**src/rtl/assert_macros.svh**
```systemverilog
// Assertion macros shared by the thinning block.
`ifndef ASSERT_MACROS_SVH
`define ASSERT_MACROS_SVH
// Implication checked on every rising clock edge outside reset.
`define ASSERT_IMPL(label, clk, rst_n, ante, cons, msg) \
	label: assert property (@(posedge clk) disable iff (!rst_n) (ante) |-> (cons)) \
		else $error(msg);
// Next-cycle implication checked outside reset.
`define ASSERT_NEXT(label, clk, rst_n, ante, cons, msg) \
	label: assert property (@(posedge clk) disable iff (!rst_n) (ante) |=> (cons)) \
		else $error(msg);
`endif

```
**src/rtl/bit_pkg.sv**
```systemverilog
// Package with constants and types of the thinning block.
package bit_pkg;
	localparam int MAX_WIDTH_DEF = 64;
	localparam int MAX_HEIGHT_DEF = 64;
	localparam int ROW_W = 64;
	localparam int CFG_IDX_W = 1;
	localparam int CFG_DATA_W = 7;
	localparam logic [CFG_IDX_W-1:0] REG_WIDTH = 1'b0;
	localparam logic [CFG_IDX_W-1:0] REG_HEIGHT = 1'b1;

	typedef struct packed {
		logic second;
		logic [MAX_WIDTH_DEF-1:0] mask;
	} cell_ctl_t;
endpackage

```
**src/rtl/bit_cell.sv**
```systemverilog
// One row cell: holds a row and computes its deletions from its neighbors.
module bit_cell #(
	parameter int W = bit_pkg::MAX_WIDTH_DEF
) (
	input logic clk,
	input logic load,
	input logic [W-1:0] load_row,
	input logic shift,
	input logic [W-1:0] shift_in,
	input logic step,
	input logic [W-1:0] north,
	input logic [W-1:0] south,
	input bit_pkg::cell_ctl_t ctl,
	output logic [W-1:0] row,
	output logic changed
);
	logic [W-1:0] row_q;
	logic [W-1:0] del;
	logic [W-1:0] cur_m, north_m, south_m;

	assign cur_m = row_q & ctl.mask[W-1:0];
	assign north_m = north & ctl.mask[W-1:0];
	assign south_m = south & ctl.mask[W-1:0];

	always_comb begin
		logic [7:0] p;
		logic [3:0] cnt;
		logic [3:0] tr;
		logic ok;
		del = '0;
		for (int c = 0; c < W; c++) begin
			p[0] = north_m[c];
			p[1] = (c + 1 < W) ? north_m[(c + 1) % W] : 1'b0;
			p[2] = (c + 1 < W) ? cur_m[(c + 1) % W] : 1'b0;
			p[3] = (c + 1 < W) ? south_m[(c + 1) % W] : 1'b0;
			p[4] = south_m[c];
			p[5] = (c > 0) ? south_m[(c + W - 1) % W] : 1'b0;
			p[6] = (c > 0) ? cur_m[(c + W - 1) % W] : 1'b0;
			p[7] = (c > 0) ? north_m[(c + W - 1) % W] : 1'b0;
			cnt = '0;
			tr = '0;
			for (int n = 0; n < 8; n++) begin
				cnt = cnt + 4'(p[n]);
				tr = tr + 4'(!p[n] && p[(n + 1) % 8]);
			end
			if (ctl.second)
				ok = !(p[0] & p[2] & p[6]) && !(p[0] & p[4] & p[6]);
			else
				ok = !(p[0] & p[2] & p[4]) && !(p[2] & p[4] & p[6]);
			del[c] = cur_m[c] && tr == 4'd1 && cnt >= 4'd2 && cnt <= 4'd6 && ok;
		end
	end

	always_ff @(posedge clk) begin
		if (load)
			row_q <= load_row;
		else if (shift)
			row_q <= shift_in;
		else if (step)
			row_q <= (row_q & ~del) & ctl.mask[W-1:0];
	end

	assign row = row_q;
	assign changed = step && (|del);
endmodule

```
**config.mk**
```make
export PLATFORM = sky130hd
export DESIGN_NAME = bit_cell
export DESIGN_NICKNAME = d
export VERILOG_FILES = /design/src/rtl/assert_macros.svh /design/src/rtl/bit_pkg.sv /design/src/rtl/bit_cell.sv
export SDC_FILE = /design/constraint.sdc
export NUM_CORES = 1
export LEC_CHECK = 0
export BUFFER_PORTS_ARGS = -buffer_cell sky130_fd_sc_hd__clkbuf_2
export CORE_MARGIN = 2
export CORE_UTILIZATION = 40
export DETAILED_ROUTE_END_ITERATION = 8
export GPL_TIMING_DRIVEN = 0
export HOLD_SLACK_MARGIN = 0.12
export PLACE_DENSITY = 0.56
export SYNTH_ARGS = -nofsm -noshare
export SYNTH_HDL_FRONTEND = slang
export SYNTH_SLANG_ARGS = --single-unit
```
**constraint.sdc**
```tcl
create_clock -name clk -period 7 [get_ports clk]
set_clock_uncertainty 0.1 [all_clocks]
set_input_delay 1.4 -clock clk [delete_from_list [all_inputs] [get_ports clk]]
set_output_delay 1.4 -clock clk [all_outputs]
set_load 0.02 [all_outputs]
```
After elaboration in Yosys (flattened, before gate mapping)
Index checks and enable logic that the tools add are counted.
{ "totals": {"ff_bits": 64, "word_cells": 2791, "output_inout_bits": 65, "inputBits": 325} }
{ "classes": {"n_reduce_logical": 1203, "order_cmp": 128, "addsub": 884, "eq_ne": 64, "n_bitwise": 444, "muxes": 67} }
{ "ops": {"columns": ["op", "n"], "rows": [
  ["4-bit by 1-bit adder with 4-bit output", 500],
  ["1-bit logical AND", 759],
  ["3-bit by 1-bit adder with 4-bit output", 128],
  ["1-bit logical NOT", 442],
  ["1-bit AND", 438],
  ["2-bit by 1-bit adder with 3-bit output", 128],
  ["64-bit AND", 5],
  ["1-bit by 1-bit adder with 2-bit output", 128],
  ["4-bit by 1-bit == test with 1-bit output, second input constant", 64],
  ["4-bit by 2-bit >= comparator with 1-bit output, second input constant", 64],
  ["4-bit by 3-bit <= comparator with 1-bit output, second input constant", 64],
  ["64-bit two-way mux", 3],
  ["1-bit two-way mux", 64],
  ["64-bit NOT", 1],
  ["64-bit OR reduction", 1],
  ["3-bit nonzero test", 1]
]} }

Depth between registers and ports, before layout
{ "logic_depth": {"depth_word": 21, "depth_mapped": 19, "mapped_depth_nobuf": 19} }

Least setup slack after synthesis
No wires, ideal clock.
{ "synth_path": {"kind": "input to output", "start": "input south[15]", "end": "output changed", "t_arrival_ps": 5414, "t_required_ps": 5500, "cell_stages": 16, "path_slack_ps": 86, "cell_sequence": "nand2_1 > inv_1 > nor2_1 > fa_1 > fa_1 > fa_1 > ha_1 > inv_1 > fa_1 > a211o_1 > a22o_1 > nor4_1 > a22oi_1 > nand4_1 > nor4_1 > a41oi_1"} }
{ "synth_between": {"elab_chain_cells": 15} }
{ "synth_lines": {"columns": ["item", "line", "rtl"], "rows": [
  ["from (decl)", "bit_cell.sv:12", "input logic [W-1:0] south,"],
  ["64-bit AND *", "bit_cell.sv:23", "assign south_m = south & ctl.mask[W-1:0];"],
  ["1-bit logical AND / 1-bit logical NOT (equally long branches)", "bit_cell.sv:44", "tr = tr + 4'(!p[n] && p[(n + 1) % 8]);"],
  ["2-bit by 1-bit adder with 3-bit output / 1-bit logical AND (equally long branches)", "bit_cell.sv:44", null],
  ["3-bit by 1-bit adder with 4-bit output", "bit_cell.sv:44", null],
  ["4-bit by 1-bit adder with 4-bit output (4 in a row)", "bit_cell.sv:44", null],
  ["4-bit by 1-bit == test with 1-bit output", "bit_cell.sv:50", "del[c] = cur_m[c] && tr == 4'd1 && cnt >= 4'd2 && cnt <= 4'd6 && ok;"],
  ["1-bit logical AND (4 in a row)", "bit_cell.sv:50", null],
  ["64-bit OR reduction *", "bit_cell.sv:64", "assign changed = step && (|del);"],
  ["1-bit logical AND *", "bit_cell.sv:64", null],
  ["to (decl)", "bit_cell.sv:15", "output logic changed"]
]} }
Every way passes the cells marked *; elsewhere a longest branch is shown, timed or not.

Final worst setup path
{ "layout_path": {"start": "input ctl[54] (netlist bit)", "end": "output changed"} }
{ "layout_between": {"elab_chain_cells": 17} }
{ "layout_lines": {"columns": ["item", "line", "rtl"], "rows": [
  ["from (decl)", "bit_cell.sv:13", "input bit_pkg::cell_ctl_t ctl,"],
  ["64-bit AND", "bit_cell.sv:22", "assign north_m = north & ctl.mask[W-1:0];"],
  ["1-bit logical NOT", "bit_cell.sv:44", null],
  ["1-bit logical AND", "bit_cell.sv:44", null],
  ["1-bit by 1-bit adder with 2-bit output", "bit_cell.sv:44", null],
  ["2-bit by 1-bit adder with 3-bit output", "bit_cell.sv:44", null],
  ["3-bit by 1-bit adder with 4-bit output", "bit_cell.sv:44", null],
  ["4-bit by 1-bit adder with 4-bit output (4 in a row)", "bit_cell.sv:44", null],
  ["4-bit by 1-bit == test with 1-bit output", "bit_cell.sv:50", null],
  ["1-bit logical AND (4 in a row)", "bit_cell.sv:50", null],
  ["64-bit OR reduction *", "bit_cell.sv:64", null],
  ["1-bit logical AND *", "bit_cell.sv:64", null]
]} }
Marks and branches as above.

==> results.yml <==
power_and_ir_drop:
  ir_drop_uv: 115
  power_density_nw_per_um2: 132
  p_leak_nw: 18.5
synthesis:
  synth_cells: 3698
  ys_seq_elements: 64
  synth_area_per_cell_um2: 8.16
  synth_top_area_cell: "fa_1"
  ys_seq_area_share_pct: 6.37
  syn_area_um2: 30200
  synth_fp_nets: 4906
  ys.warnings.count: 0
  synthTopCellsByArea: "fa_1 29%, ha_1 19%, inv_1 9.0%, edfxtp_1 6.4%, nor2_1 5.5%"
  synth_cell_type_count: 61
  synthFlopType: "edfxtp_1"
  synth_top_area_share_pct: 28.7
  synth_edf_count: 64
  async_reset_ff_share_pct: 0
critical_path:
  cp.required_ps: 5500
  crit_path_cell_trace: "clkbuf_16 > nand2_4 > clkbuf_8 > xor2_1 > ha_1 > fa_1 > inv_1 > fa_1 > inv_1 > ha_2 > inv_2 > fa_1 > a21oi_1 > and3_1 > o221ai_4 > nand4_1 > nor4_4 > a41oi_2 > clkbuf_8"
  r2r_end: "row[34]"
  reg2reg_from: "row[35]"
  crit_end: "changed"
  path_class: "input pin to primary output"
  startpoint: "ctl[54]"
  reg2regPathDepth: 31
  worst-path-max-fanout: 4
  cp.buffers_inverters: 6
  crit_path_start_kind: "input pin"
  end_kind: "primary output"
  path_depth: 19
  cpMostUsedCell: "fa_1"
  crit_slowest_cell: "fa_1"
  cp.arrival_ps: 5730
  crit_family: "adder cells"
  r2r_slack_ps: 730
  cpPeakStageDelay_ps: 550
sta:
  drv_slew: 0
  maxSlewHeadroom_pct: 1.75
  hold_slack_ps: 865
  finalWorstSetupSlack_ps: -229
  min_period_over_period_pct: 103
  rsz0062_at_grt: "yes"
  period_needed_ps: 7230
  worst_pin_slew_ps: 1470
  setup_viol_count_final: 1
  fmax_ghz: 0.138
  final-hold-violation-count: 0
clock_network:
  cts_tree: "done"
  clk_latency_ps: 410
  ctsLongestPathBuffers: 2
  root_buffer: "clkbuf_16"
  htreeDepth: 3
  cts_hold_buf: 0
  clk_pin_slew_ps: 60
  cts_num_sinks: 64
  numCtsBuffers: 9
placement:
  place_ws_ps: -1170
  place.gp.congestion: 0.934
  place_area_um2: 33400
  hpwl_um: 90100
  port_buffers: 387
floorplan:
  rows: 100
  design.die.area_um2: 77600
  core_um2: 74600
  die_width_um: 279
  dieHeight_um: 279
  initial_core_util_pct: 40.4
  pin_count: 390
finish:
  largest_reg_flops: 64
  final_area_um2: 37500
  syn_to_final_growth_pct: 24.4
  drive_above_1_share_pct: 25.1
  final_nets: 5430
status:
  violations: "setup timing"
  status: "complete, but fails checks"
flow_run:
  max_cap_viol_count: 0
route:
  drtIter0Drc: 2070
  vias: 28700
  vias_per_cell: 5.51
  wl_um: 112000
  route.detailed.drc: 0
  wl_per_cell_um: 21.4
  dr.pass1.iters: 6
  detail-route-antenna-nets: 0
global_routing:
  grt_max_degree: 34
  grt_pass1_vias: 29100
  antenna_found_initial: 12
  grt_pass1_wl_um: 170000
  grt-ovfl-total: 0
  grt_use_total_pct: 28.7
worst_hold_path:
  min-delay-path-class: "flip-flop to flip-flop"
==> cell usage in the layout, fill, tap and decap left out, types with 48 or more instances in the layout <==
cell type / count
nor2_2: 49
inv_1: 654
nand2_2: 64
xor2_1: 86
nand4_1: 48
nand2_1: 190
edfxtp_1: 64
nand2_4: 82
fa_1: 423
a21oi_1: 133
ha_1: 441
buf_4: 166
nor4_1: 67
nor3_1: 61
nor2_4: 61
a211oi_1: 61
o21ai_0: 87
nor2_1: 331
o21bai_1: 79
clkbuf_2: 360
==> worst reg2reg max path: cells and delay by family (launching register included) <==
| family | cells | cell delay, ps |
|---|---|---|
| fa+ha+maj | 5 | 2030 |
| flops | 1 | 560 |
| compound gates | 4 | 720 |
| simple gates | 3 | 360 |
| xor+xnor | 1 | 170 |
| buf+inv | 18 | 2080 |
==> worst min-delay path by stage <==
stage	start	to	slack, ps	depth (start not counted)
6_report	row[1]	row[1]	860	4
5_1_grt	row[1]	row[1]	930	4
4_1_cts	row[1]	row[1]	880	4
3_5_place_dp	row[1]	row[1]	860	4
3_3_place_gp	row[1]	row[1]	890	4
2_1_floorplan	row[1]	row[1]	850	4
==> report_power, final <==
part           leakage (nW)  switching, mW  internal, mW
Sequential            0.689         0.0747         0.472
Combinational          17.7           2.24          1.63
Clock                 0.141          0.251         0.270
==> what timing repair did <==
item / CTS / global route
gates resized for setup: 596 / 193
pin swaps: 99 / 80
endpoints found under the setup margin: 1 / 3
setup buffers: 115 / 55
==> cells by family after synthesis <==
logic type,count (synthesis),synth area share (%)
DFF,64,6.37
and+or+nand+nor,1149,17.2
xor gates and xnor gates,119,3.46
buffers and inverters,826,10.3
adders and majority gates,883,47.4
muxes,28,0.967
AOI/OAI and AO/OA,629,14.3
==> layout make-up <==
| cell class | instances | area, µm² |
|---|---|---|
| antenna | 9 | 22.5 |
| tap | 969 | 1210 |
| sequential | 64 | 1920 |
| inverter | 721 | 2800 |
| clock buffer | 9 | 225 |
| clock inverter | 5 | 50.0 |
| buffer | 64 | 359 |
| multi-input combinational | 2808 | 27500 |
| timing repair buffer | 554 | 3440 |
| fill | 7269 | 37000 |
==> stage by stage <==
stage / utilization (%) / TNS [ps] / instances / power, mW
finish: 50.3 / -229 / 5203 / 4.94
global route: 50.3 / -389 / 5196 / 5.48
CTS: 48.8 / -128 / 5145 / 4.80
detailed placement: 44.8 / -1170 / 5057 / 3.97
global placement: 44.7 / -2510 / 5054 / 3.90
floorplan: - / 0 / 3698 / 2.98
==> synth_stat cells (66+ instances only) <==
cell and n:
nand2_1 352, ha_1 450, nor2_1 441, clkbuf_1 85, nor4_1 83, xor2_1 88
a21oi_1 133, a211oi_1 66, inv_1 721, fa_1 433, o21bai_1 79, o21ai_0 89
==> routing by layer <==
metal  global-route usage, %  vias up  wire length (µm)
met5                       0        -                99
li1                        -    13400                 -
met1                    37.6    14100             47800
met3                    5.72      184              8020
met4                    10.7       16              4030
met2                    46.9      960             51600
(Power assumes the default switching activity.)
